$ cat config.mk
export PLATFORM = sky130hd
export DESIGN_NAME = motor_drive_command_and_current_limit_unit
export DESIGN_NICKNAME = d
export VERILOG_FILES = /design/src/hdl/mdc_pkg.sv /design/src/hdl/mdc_query.sv /design/src/hdl/motor_drive_command_and_current_limit_unit.sv
export SDC_FILE = /design/constraint.sdc
export NUM_CORES = 1
export LEC_CHECK = 0
export ABC_CLOCK_PERIOD_IN_PS = 11100
export BUFFER_PORTS_ARGS = -buffer_cell sky130_fd_sc_hd__buf_2
export CORE_ASPECT_RATIO = 0.75
export CORE_MARGIN = 2
export CORE_UTILIZATION = 40
export CTS_BUF_LIST = sky130_fd_sc_hd__clkbuf_4
export CTS_CLUSTER_SIZE = 10
export DETAILED_ROUTE_END_ITERATION = 10
export PLACE_DENSITY = 0.63
export REMOVE_ABC_BUFFERS = 1
export SLEW_MARGIN = 20
export SYNTH_ARGS = -nofsm -noshare
export SYNTH_HDL_FRONTEND = slang
export SYNTH_SLANG_ARGS = --single-unit
$ cat constraint.sdc
create_clock -name clk -period 11.1 [get_ports clk]
set_input_delay 1.11 -clock clk [delete_from_list [all_inputs] [get_ports clk]]
set_output_delay 1.11 -clock clk [all_outputs]
set_load 0.03 [all_outputs]
$ cat src/hdl/mdc_pkg.sv
// shared types, codes and helpers for the motor drive command and current limit unit
package mdc_pkg;

  // request kinds
  localparam logic [1:0] KIND_BYTE  = 2'd0;
  localparam logic [1:0] KIND_SENSE = 2'd1;
  localparam logic [1:0] KIND_TICK  = 2'd2;

  // configuration register indexes
  localparam logic [1:0] CFG_SENSE_OFFSET   = 2'd0;
  localparam logic [1:0] CFG_DEVICE_ADDRESS = 2'd1;

  // bus command codes
  localparam logic [7:0] CMD_ARM_MOTOR  = 8'd1;
  localparam logic [7:0] CMD_READ_MOTOR = 8'd2;
  localparam logic [7:0] CMD_ARM_LIMIT  = 8'd3;
  localparam logic [7:0] CMD_READ_LIMIT = 8'd4;
  localparam logic [7:0] CMD_READ_CUR   = 8'd5;
  localparam logic [7:0] CMD_READ_TEMP  = 8'd6;
  localparam logic [7:0] CMD_READ_ERROR = 8'd7;
  localparam logic [7:0] CMD_READ_HI    = 8'd11;
  localparam logic [7:0] CMD_READ_ADDR  = 8'd12;

  // frame end markers
  localparam logic [7:0] CMD_END = 8'hED;
  localparam logic [7:0] VAL_END = 8'hEC;

  // error codes
  localparam logic [15:0] ERR_NO_FAULT   = 16'd0;
  localparam logic [15:0] ERR_FAULT      = 16'd1;
  localparam logic [15:0] ERR_FAULT_ZERO = 16'd2;

  localparam logic [11:0] LIMIT_RESET  = 12'd1117;
  localparam logic [18:0] LIMIT_T_MAX  = 19'd29791;  // largest 3v+4 whose >>3 is 3723
  localparam logic [15:0] TEMP_OFFSET  = 16'd1100;
  localparam logic [15:0] DIAG_WORD    = 16'h4849;
  localparam logic [4:0]  CUT_NUM      = 5'd30;
  localparam logic [3:0]  CUT_WAIT     = 4'd10;
  localparam logic [3:0]  MS_SAT       = 4'd15;
  localparam logic [4:0]  ADDR_RESET   = 5'd23;

  typedef struct packed {
    logic [1:0]  kind;
    logic [7:0]  rx_byte;
    logic [11:0] sense_raw;
    logic [11:0] temp_raw;
    logic        driver_fault;
  } in_t;

  typedef struct packed {
    logic [7:0] drive_duty;
    logic       drive_reverse;
    logic       reply_valid;
    logic [7:0] reply_byte;
    logic       reply_last;
  } out_t;

  typedef struct packed {
    logic        valid;
    logic [15:0] word;
  } reply_t;

  // (8*v+1)/3 for a 12-bit v, via reciprocal multiply (exact below 2^16)
  function automatic logic [15:0] to_10ma(input logic [11:0] v);
    logic [14:0] x;
    logic [31:0] p;
    begin
      x = {v, 3'b001};
      p = 32'(x) * 32'd43691;
      to_10ma = {1'b0, p[31:17]};
    end
  endfunction

endpackage

$ cat src/hdl/mdc_query.sv
// answer word for the read commands of the bus interface
module mdc_query (
  input  logic [7:0]          cmd,
  input  logic signed [8:0]   motor,
  input  logic [11:0]         limit,
  input  logic [11:0]         filt,
  input  logic [11:0]         temp_raw,
  input  logic                sense_zero,
  input  logic                fault,
  input  logic [4:0]          address,
  output mdc_pkg::reply_t     reply
);

  logic [11:0] scale_in;

  // one divide-by-three input, shared by limit and filtered current reads
  assign scale_in = (cmd == mdc_pkg::CMD_READ_LIMIT) ? limit : filt;

  always_comb begin
    reply.valid = 1'b1;
    reply.word  = 16'd0;
    case (cmd)
      mdc_pkg::CMD_READ_MOTOR: reply.word = {{7{motor[8]}}, motor};
      mdc_pkg::CMD_READ_LIMIT: reply.word = mdc_pkg::to_10ma(scale_in);
      mdc_pkg::CMD_READ_CUR:   reply.word = mdc_pkg::to_10ma(scale_in);
      mdc_pkg::CMD_READ_TEMP:  reply.word = {4'd0, temp_raw} - mdc_pkg::TEMP_OFFSET;
      mdc_pkg::CMD_READ_ERROR: begin
        if (!fault) begin
          reply.word = mdc_pkg::ERR_NO_FAULT;
        end else if (sense_zero) begin
          reply.word = mdc_pkg::ERR_FAULT_ZERO;
        end else begin
          reply.word = mdc_pkg::ERR_FAULT;
        end
      end
      mdc_pkg::CMD_READ_HI:    reply.word = mdc_pkg::DIAG_WORD;
      mdc_pkg::CMD_READ_ADDR:  reply.word = {11'd0, address};
      default:                 reply.valid = 1'b0;
    endcase
  end

endmodule

$ cat src/hdl/motor_drive_command_and_current_limit_unit.sv
// top level: bus command decoder, current filter and current limit with output buffer
// Takes one request per cycle while in_ready is high: bus bytes, current sense
// samples and millisecond ticks. A request is registered, processed by
// combinational logic against the drive state, and its results are written to
// a two-entry output buffer. A query command yields two results (answer high
// byte, then low byte), every other request yields one result with reply_valid
// low. Sustained rate is one request per cycle when each makes one result and
// out_ready is high; a query holds the buffer until both its results are taken,
// so throughput is bounded by the output port. A request passes the input
// register and then the output buffer register before its first result is out.
module motor_drive_command_and_current_limit_unit (
  input  logic              clk,
  input  logic              rst,
  input  logic              in_valid,
  output logic              in_ready,
  input  mdc_pkg::in_t      in_data,
  output logic              out_valid,
  input  logic              out_ready,
  output mdc_pkg::out_t     out_data,
  input  logic              cfg_we,
  input  logic [1:0]        cfg_index,
  input  logic [7:0]        cfg_data
);

  // configuration
  logic [7:0] sense_offset;
  logic [4:0] device_address;

  // drive state
  logic [7:0]        byte_window [4];
  logic              pending_motor;
  logic              pending_limit;
  logic signed [8:0] motor_output;
  logic [11:0]       current_limit;
  logic [11:0]       filtered_current;
  logic [3:0]        ms_since_cutback;

  logic              pending_motor_next;
  logic              pending_limit_next;
  logic signed [8:0] motor_output_next;
  logic [11:0]       current_limit_next;
  logic [11:0]       filtered_current_next;
  logic [3:0]        ms_since_cutback_next;

  // input register
  logic         s1_valid;
  mdc_pkg::in_t s1_data;

  // output buffer
  logic          o_valid;
  logic          o_second;
  mdc_pkg::out_t o_item;
  mdc_pkg::out_t o_item2;

  logic fire;
  logic out_load_ok;

  assign out_load_ok = !o_valid || (out_ready && !o_second);
  assign fire        = s1_valid && out_load_ok;
  assign in_ready    = !s1_valid || fire;
  assign out_valid   = o_valid;
  assign out_data    = o_item;

  always_ff @(posedge clk) begin
    if (rst) begin
      s1_valid <= 1'b0;
    end else if (in_valid && in_ready) begin
      s1_valid <= 1'b1;
    end else if (fire) begin
      s1_valid <= 1'b0;
    end
  end

  always_ff @(posedge clk) begin
    if (in_valid && in_ready) begin
      s1_data <= in_data;
    end
  end

  always_ff @(posedge clk) begin
    if (rst) begin
      sense_offset   <= 8'd0;
      device_address <= mdc_pkg::ADDR_RESET;
    end else if (cfg_we) begin
      case (cfg_index)
        mdc_pkg::CFG_SENSE_OFFSET:   sense_offset   <= cfg_data;
        mdc_pkg::CFG_DEVICE_ADDRESS: device_address <= cfg_data[4:0];
        default: ;
      endcase
    end
  end

  // frame detection over the five-byte window
  logic [7:0]         b0, b1, b2, b3, rx;
  logic               got_cmd, got_val;
  logic signed [15:0] val;
  logic signed [18:0] lim_t;
  logic               motor_in_range;
  logic               limit_ok;

  assign b0 = byte_window[0];
  assign b1 = byte_window[1];
  assign b2 = byte_window[2];
  assign b3 = byte_window[3];
  assign rx = s1_data.rx_byte;

  assign got_cmd        = (b2 == b3) && (rx == mdc_pkg::CMD_END);
  assign got_val        = (b0 == b2) && (b1 == b3) && (rx == mdc_pkg::VAL_END);
  assign val            = {b0, b1};
  assign lim_t          = $signed({{3{val[15]}}, val}) * 19'sd3 + 19'sd4;
  assign motor_in_range = (val <= 16'sd255) && (val >= -16'sd255);
  assign limit_ok       = !lim_t[18] && (lim_t <= $signed(mdc_pkg::LIMIT_T_MAX));

  // sense path
  logic [11:0] cur;
  logic        sense_zero;
  logic [16:0] filt_sum;
  logic [11:0] filt_new;

  assign sense_zero = ({4'd0, sense_offset} >= s1_data.sense_raw);
  assign cur        = sense_zero ? 12'd0 : s1_data.sense_raw - {4'd0, sense_offset};
  assign filt_sum   = {4'd0, filtered_current, 1'b0} + 17'(cur) * 17'(mdc_pkg::CUT_NUM);
  assign filt_new   = filt_sum[16:5];

  // cutback: magnitude scaled by 30/32, rounding toward minus infinity
  logic              motor_neg;
  logic [8:0]        motor_mag;
  logic [13:0]       cut_prod;
  logic [8:0]        cut_mag;
  logic signed [8:0] motor_cut;

  assign motor_neg = motor_output[8];
  assign motor_mag = motor_neg ? 9'(-motor_output) : motor_output;
  assign cut_prod  = 14'(motor_mag) * 14'(mdc_pkg::CUT_NUM) + (motor_neg ? 14'd31 : 14'd0);
  assign cut_mag   = cut_prod[13:5];
  assign motor_cut = motor_neg ? $signed(9'(-cut_mag)) : $signed(cut_mag);

  mdc_pkg::reply_t query;

  mdc_query u_query (
    .cmd        (b3),
    .motor      (motor_output),
    .limit      (current_limit),
    .filt       (filtered_current),
    .temp_raw   (s1_data.temp_raw),
    .sense_zero (sense_zero),
    .fault      (s1_data.driver_fault),
    .address    (device_address),
    .reply      (query)
  );

  logic reply_en;

  always_comb begin
    pending_motor_next    = pending_motor;
    pending_limit_next    = pending_limit;
    motor_output_next     = motor_output;
    current_limit_next    = current_limit;
    filtered_current_next = filtered_current;
    ms_since_cutback_next = ms_since_cutback;
    reply_en              = 1'b0;
    case (s1_data.kind)
      mdc_pkg::KIND_BYTE: begin
        if (got_val && (pending_motor || pending_limit)) begin
          if (pending_motor) begin
            if (motor_in_range) begin
              motor_output_next = val[8:0];
            end
            pending_motor_next = 1'b0;
          end else begin
            if (limit_ok) begin
              current_limit_next = lim_t[14:3];
            end
            pending_limit_next = 1'b0;
          end
        end else if (got_cmd || got_val) begin
          pending_motor_next = (b3 == mdc_pkg::CMD_ARM_MOTOR);
          pending_limit_next = (b3 == mdc_pkg::CMD_ARM_LIMIT);
          reply_en           = query.valid;
        end
      end
      mdc_pkg::KIND_SENSE: begin
        if (motor_output == 9'sd0) begin
          filtered_current_next = 12'd0;
        end else begin
          filtered_current_next = filt_new;
          if (ms_since_cutback >= mdc_pkg::CUT_WAIT) begin
            ms_since_cutback_next = 4'd0;
            if (filt_new > current_limit) begin
              motor_output_next = motor_cut;
            end
          end
        end
      end
      mdc_pkg::KIND_TICK: begin
        if (ms_since_cutback < mdc_pkg::MS_SAT) begin
          ms_since_cutback_next = ms_since_cutback + 4'd1;
        end
      end
      default: ;
    endcase
  end

  always_ff @(posedge clk) begin
    if (rst) begin
      byte_window[0]   <= 8'd0;
      byte_window[1]   <= 8'd0;
      byte_window[2]   <= 8'd0;
      byte_window[3]   <= 8'd0;
      pending_motor    <= 1'b0;
      pending_limit    <= 1'b0;
      motor_output     <= 9'sd0;
      current_limit    <= mdc_pkg::LIMIT_RESET;
      filtered_current <= 12'd0;
      ms_since_cutback <= 4'd0;
    end else if (fire) begin
      if (s1_data.kind == mdc_pkg::KIND_BYTE) begin
        byte_window[0] <= b1;
        byte_window[1] <= b2;
        byte_window[2] <= b3;
        byte_window[3] <= rx;
      end
      pending_motor    <= pending_motor_next;
      pending_limit    <= pending_limit_next;
      motor_output     <= motor_output_next;
      current_limit    <= current_limit_next;
      filtered_current <= filtered_current_next;
      ms_since_cutback <= ms_since_cutback_next;
    end
  end

  // result items
  logic [8:0]    duty_mag;
  mdc_pkg::out_t first_item;
  mdc_pkg::out_t second_item;

  assign duty_mag = motor_output_next[8] ? 9'(-motor_output_next) : motor_output_next;

  always_comb begin
    first_item.drive_duty    = duty_mag[7:0];
    first_item.drive_reverse = motor_output_next[8];
    first_item.reply_valid   = reply_en;
    first_item.reply_byte    = reply_en ? query.word[15:8] : 8'd0;
    first_item.reply_last    = !reply_en;
    second_item.drive_duty    = duty_mag[7:0];
    second_item.drive_reverse = motor_output_next[8];
    second_item.reply_valid   = 1'b1;
    second_item.reply_byte    = query.word[7:0];
    second_item.reply_last    = 1'b1;
  end

  always_ff @(posedge clk) begin
    if (rst) begin
      o_valid  <= 1'b0;
      o_second <= 1'b0;
    end else if (fire) begin
      o_valid  <= 1'b1;
      o_second <= reply_en;
    end else if (o_valid && out_ready) begin
      if (o_second) begin
        o_second <= 1'b0;
      end else begin
        o_valid <= 1'b0;
      end
    end
  end

  always_ff @(posedge clk) begin
    if (fire) begin
      o_item  <= first_item;
      o_item2 <= second_item;
    end else if (o_valid && out_ready && o_second) begin
      o_item <= o_item2;
    end
  end

endmodule

# ---- Word level (Yosys, flattened, before mapping)
# Memory sizes are Yosys's and may differ from the RTL's.
# Index checks and enable logic that the tools add are counted.
dict set report op_classes {
  n_mul 4
  n_lt_le_gt_ge 7
  mux 50
  n_reduce_logical 38
  add_sub_neg 9
  n_bitwise 5
  n_eq_ne 22
}
# op count
set ops {}
lappend ops {{$pmux W16 S6} 1}
lappend ops {{$mux W9} 8}
lappend ops {{$mux W8} 6}
lappend ops {{$mux W19} 2}
lappend ops {{$mux W12} 3}
lappend ops {{$eq A8 B3 Y1 const B} 4}
lappend ops {{$mul A15 B16 Y31 const B} 1}
lappend ops {{$eq A8 B8 Y1} 3}
lappend ops {{$mux W1} 22}
lappend ops {{$add A19 B4 Y19 const B} 1}
lappend ops {{$le A19 B16 Y1 const B} 1}
lappend ops {{$mul A16 B3 Y19 const B} 1}
lappend ops {{$neg A9 Y9} 2}
lappend ops {{$pmux W9 S2} 1}
lappend ops {{$add A13 B17 Y17} 1}
lappend ops {{$eq A8 B2 Y1 const B} 2}
lappend ops {{$eq A8 B4 Y1 const B} 2}
lappend ops {{$eq A8 B8 Y1 const B} 2}
lappend ops {{$ge A16 B9 Y1 const B} 1}
lappend ops {{$le A16 B9 Y1 const B} 1}
lappend ops {{$mul A12 B4 Y16 const B} 1}
lappend ops {{$mux W16} 1}
lappend ops {{$add A14 B5 Y14} 1}
lappend ops {{$mul A9 B4 Y13 const B} 1}
lappend ops {{other kinds (31)} 66}
dict set report totals {
  ramBits 32
  in_bits 50
  mem_count 1
  word_cells 160
  register_bits 126
  out_inout_bits 21
}
# name depth width read_ports rd_ports_with_merged_regs write_ports line_no
set mem_list {}
lappend mem_list {byte_window 4 8 4 0 4 motor_drive_command_and_current_limit_unit.sv:30} ;# logic [7:0] byte_window [4];

# ---- Longest topological paths before layout
dict set report logic_depth {
  word_depth 13
  ltp_mapped 41
  depth_no_buf 41
}

# ---- Cells and area by module
# A second synthesis with hierarchy kept.
dict set report unflattened {
  cells_unflattened 1806
  area_unflattened_um2 16569.6
}
# module area_each_um2 cells_per_inst seq_area_each_um2 instances
set by_module_without_submodules {}
lappend by_module_without_submodules {motor_drive_command_and_current_limit_unit 12353.1 1319 4194.0 1}
lappend by_module_without_submodules {mdc_query 4216.5 487 0.0 1}

# ---- Worst setup path before layout
# OpenSTA, ideal clock, no wires.
dict set report synth_path {
  kind {flip-flop to flip-flop}
  start {register s1_data[13] in the netlist's numbering}
  end {register o_item (netlist bit out_data[16]), data pin}
  stages_incl_launch_ff 41
  period_less_slack_ns 8.768
  setup_ns 0.261
  path_buffers 2
  path_slack_ns 2.332
  arrival_time_ns 8.507
  t_required_ns 10.839
  path_cell_list {edfxtp_1 inv_1 ha_1 inv_1 fa_1 a211oi_1 o21ai_0 a211oi_1 o21ai_0 clkbuf_1 and2_1 inv_1 fa_1 fa_1 inv_1 fa_1 a21o_1 a31oi_1 [5 not listed] nor2b_1 a31oi_1 a311oi_1 nor3b_1 a21oi_1 a211oi_1 ha_1 nand4_1 nor4_1 or3_1 o21ba_2 buf_2 nor3b_1 nand3b_1 nor3_1 nand3_1 and4_1 a221o_1}
}
dict set report synth_between {
  elab_chain_len 12
}
# element line_no
set synth_rtl {}
lappend synth_rtl {{start: declaration} motor_drive_command_and_current_limit_unit.sv:47} ;# mdc_pkg::in_t s1_data;
lappend synth_rtl {{start signal: assignment} motor_drive_command_and_current_limit_unit.sv:76} ;# s1_data <= in_data;
lappend synth_rtl {{$sub A12 B8 Y12 or $ge A8 B12 Y1 (tied branches)} {motor_drive_command_and_current_limit_unit.sv:121, motor_drive_command_and_current_limit_unit.sv:120}}
lappend synth_rtl {{$mux W12 (*)} motor_drive_command_and_current_limit_unit.sv:121} ;# assign cur = sense_zero ? 12'd0 : s1_data.sense_raw - {4'd0, sense_offset};
lappend synth_rtl {{$mul A12 B4 Y16 (*)} motor_drive_command_and_current_limit_unit.sv:122} ;# assign filt_sum = {4'd0, filtered_current, 1'b0} + 17'(cur) * 17'(mdc_pkg::CUT_NUM);
lappend synth_rtl {{$add A13 B17 Y17 (*)} motor_drive_command_and_current_limit_unit.sv:122}
lappend synth_rtl {{$gt A12 B12 Y1 (*)} motor_drive_command_and_current_limit_unit.sv:189} ;# if (filt_new > current_limit) begin
lappend synth_rtl {{$mux W9 (*)} motor_drive_command_and_current_limit_unit.sv:189}
lappend synth_rtl {{$mux W9 (*)} motor_drive_command_and_current_limit_unit.sv:187} ;# if (ms_since_cutback >= mdc_pkg::CUT_WAIT) begin
lappend synth_rtl {{$mux W9 (*)} motor_drive_command_and_current_limit_unit.sv:183} ;# if (motor_output == 9'sd0) begin
lappend synth_rtl {{$pmux W9 S2 (*)} motor_drive_command_and_current_limit_unit.sv:162} ;# case (s1_data.kind)
lappend synth_rtl {{$neg A8 Y8} motor_drive_command_and_current_limit_unit.sv:237} ;# assign duty_mag = motor_output_next[8] ? 9'(-motor_output_next) : motor_output_next;
lappend synth_rtl {{$mux W8 (*)} motor_drive_command_and_current_limit_unit.sv:237}
lappend synth_rtl {{$mux W19 (*)} motor_drive_command_and_current_limit_unit.sv:269} ;# if (fire) begin
lappend synth_rtl {{end signal: assignment} motor_drive_command_and_current_limit_unit.sv:270} ;# o_item <= first_item;
lappend synth_rtl {{end signal: assignment} motor_drive_command_and_current_limit_unit.sv:273} ;# o_item <= o_item2;
lappend synth_rtl {{end: declaration} motor_drive_command_and_current_limit_unit.sv:52} ;# mdc_pkg::out_t o_item;
# Every way passes the cells marked *; elsewhere a longest branch is shown, timed or not.
# A chain may end at the register's enable or synchronous reset.

# ---- Worst setup path in the final report
# Same ends and word-level chain as after synthesis.

==> results.toml <==
[clocking]
postCtsSetupBuffers = 0
htreeDepth = 4
cts.root.buffer_cell = "clkbuf_4"
ctsHoldBuffers = 0
clk_latency_ns = 0.64
cts.clk_slew.worst_paths_ns = 0.15
cts_buffers = 17
ctsLongestPathBuffers = 2
cts_resized = 0
cts_sinks = 158
cts_tree = "yes"

[drt]
drt-pass1-iter-count = 6
antenna_left = 0
detail_route.wl_per_cell_um = 17.7
vias = 12100
drc_errors = 0
drtIter0Drc = 915
via_per_inst = 5.40
routed_wirelength_um = 39700

[synth]
synthMuxAreaShare_pct = 2.75
synth-seq-cells = 158
syn_avg_cell_area_um2 = 9.58
yosysSeqAreaShare_pct = 26.6
synth_flop_cell = "edfxtp_1"
ys_async_sr_fraction_pct = 0
synth-compound-area-share_pct = 14.6
synth-xor-area-share_pct = 6.36
synthSimpleGateAreaFrac_pct = 14.2
synthCells = 1645
ys_types = 98
synth_top_family_by_area = "adder cells"
synth_adder_area_share_pct = 29.2
yosys_warnings = 0
synth_edf_count = 103
synth_area_um2 = 15800

[placed_design]
dp_hpwl_um = 32300
pre_cts_ws_ns = 1.33
port-buffer-count = 70
gp_congestion = 0.912

[setup_path]
cp.required_ns = 11.50
critPathTopFamily = "compound AO/OA/AOI/OAI gates"
setup.worst_path.class = "reg -> reg"
crit_path_max_incr_delay_ns = 0.51
path_buf_inv = 5
critical-path-slowest-cell = "nor3_1"
end_kind = "flop"
cp-start-kind = "flop"
crit_fanout = 11
cp.arrival_ns = 10.28

[timing]
relSlewSlack_pct = 19.8
slew_violations = 0
setup_slack_ns = 1.22
final.setup_skew_ns = 0.0259
fmax_mhz = 101
rsz0062_at_grt = "no"
worstMarginPinSlew_ns = 1.20
min_period_ns = 9.88
setup_tns_ns = 0
setup_viol = 0
hold_viol_final = 0
finalCritPeriodShare_pct = 89.0

[layout]
drive_above_1_share_pct = 10.9
fin_nets = 2075
fillers = 3725
final_common_cell = "ha_1"
syn2layout_area_growth_pct = 7.93
final_util_pct = 44.1
layout_common_cells = "233 x ha_1, 219 x inv_1, 125 x nor2_1, 103 x edfxtp_1, 84 x fa_1"

[pwr]
p_switching_mw = 1.30
p_per_area_nw_per_um2 = 163
p_int_mw = 1.48
p_leak_nw = 7.94
power_switching_share_pct = 46.7
irDropWorstVdd_mv = 0.111
p_clk_share_pct = 13.1
p_comb_share_pct = 62.1
seq_power_share_pct = 24.7

[floorplan]
ios = 71
core_um2 = 38600
initial_core_util_pct = 40.9
die_y_um = 176
rows = 62
dieArea_um2 = 41000
die_x_um = 233

[run]
maxCapViolations = 0

[worst_hold_path]
holdCritPathClass = "reg -> reg"

[grt]
grt_pass1_wl_um = 64100
grt-ovfl-total = 0
grt_max_degree = 67
first_global_vias = 11900
antenna_found_initial = 1
grt_use_total_pct = 20.0

[run_status]
status = "completed"
==> final cells by class <==
type | instances | area [µm²] | area share [%]
clock inverters | 15 | 153 | 0.897
clock buffers | 17 | 128 | 0.750
flip-flops and latches | 158 | 4190 | 24.7
diodes | 3 | 7.51 | 0.0441
multi-input cells | 1224 | 10600 | 62.3
well taps | 512 | 641 | 3.77
inverters | 222 | 836 | 4.91
repair buffers | 85 | 463 | 2.72
==> path summary, 6_finish.rpt <==
path                     start                 to  slack (ns)  depth (start not counted)
min          device_address[0]  device_address[0]        0.51                          2
max reg2reg        s1_data[13]       out_data[16]        1.22                         39
min reg2reg  device_address[0]  device_address[0]        0.51                          2
max                s1_data[13]       out_data[16]        1.22                         39
==> tightest hold or removal path, cell delays in order, from the launching register on <==
cell and delay, ns:
dfxtp_1 0.36, mux2i_1 0.07, nand2_1 0.06
==> registers in the layout, summed over array words and instances, names as in the netlist <==
name and count:
device_address 5, o_item2 17, filtered_current 12, out_valid 1, motor_output 9, ms_since_cutback 4
out_data 19, pending_motor 1, pending_limit 1, s1_data 27, byte_window 32, s1_valid 1
o_second 1, rx 8, sense_offset 8, current_limit 12
==> cells in the mapped netlist, types with 10 or more instances <==
cell type / n / area, µm²
a22oi_1: 12 / 90.1
nand3_1: 25 / 125
o21ai_0: 49 / 245
buf_2: 10 / 50.1
fa_1: 84 / 1680
and2_1: 37 / 231
and3_1: 10 / 62.6
nand2b_1: 16 / 100
mux2_2: 14 / 158
nor2b_1: 14 / 87.6
nand2_1: 83 / 312
nor3_1: 34 / 170
nor4_1: 13 / 81.3
or2_2: 12 / 75.1
dfxtp_1: 55 / 1100
nor2_1: 126 / 473
a211oi_1: 15 / 113
a21oi_1: 80 / 400
inv_1: 219 / 822
clkbuf_1: 30 / 113
o21a_1: 12 / 90.1
a31oi_1: 14 / 87.6
nand4_1: 10 / 62.6
mux2i_1: 20 / 200
xnor2_1: 65 / 569
edfxtp_1: 103 / 3090
xor2_1: 43 / 377
ha_1: 233 / 2920
a21o_1: 27 / 203
==> per-layer routing <==
layer,track usage [%],up-vias,routed length [µm],part of all wire [%]
met5,0,-,0,0
li1,-,5920,-,-
met4,4.17,0,424,1.1
met2,28.8,342,16200,41
met1,31.2,5779,20700,52
met3,2.99,37,2340,5.9
==> stage by stage <==
stage / power [mW] / instances / hold slack [ns] / instance area (µm²)
after floorplan: 1.99 / 1604 / 0.444 / 15600
after global placement: 2.35 / 2201 / 0.467 / 16700
after detailed placement: 2.40 / 2201 / 0.467 / 16700
after CTS: 2.78 / 2233 / 0.503 / 17000
after global routing: 3.04 / 2235 / 0.516 / 17000
final: 2.78 / 2236 / 0.507 / 17000
==> cell families after synthesis <==
group                      count (synthesis)
muxes                                     40
AOI/OAI and AO/OA                        325
adders and majority gates                317
and+or+nand+nor                          431
xor gates and xnor gates                 111
DFF                                      158
buffers and inverters                    263
==> power by group through the flow <==
| stage | logic (mW) | clock network (mW) | registers (mW) |
|---|---|---|---|
| after floorplan | 1.30 | 0 | 0.695 |
| after global placement | 1.65 | 0 | 0.698 |
| after detailed placement | 1.70 | 0 | 0.698 |
| after CTS | 1.72 | 0.377 | 0.685 |
| after global routing | 1.95 | 0.404 | 0.688 |
| final | 1.72 | 0.365 | 0.686 |
Note: power is estimated with default switching activity, not from simulation.
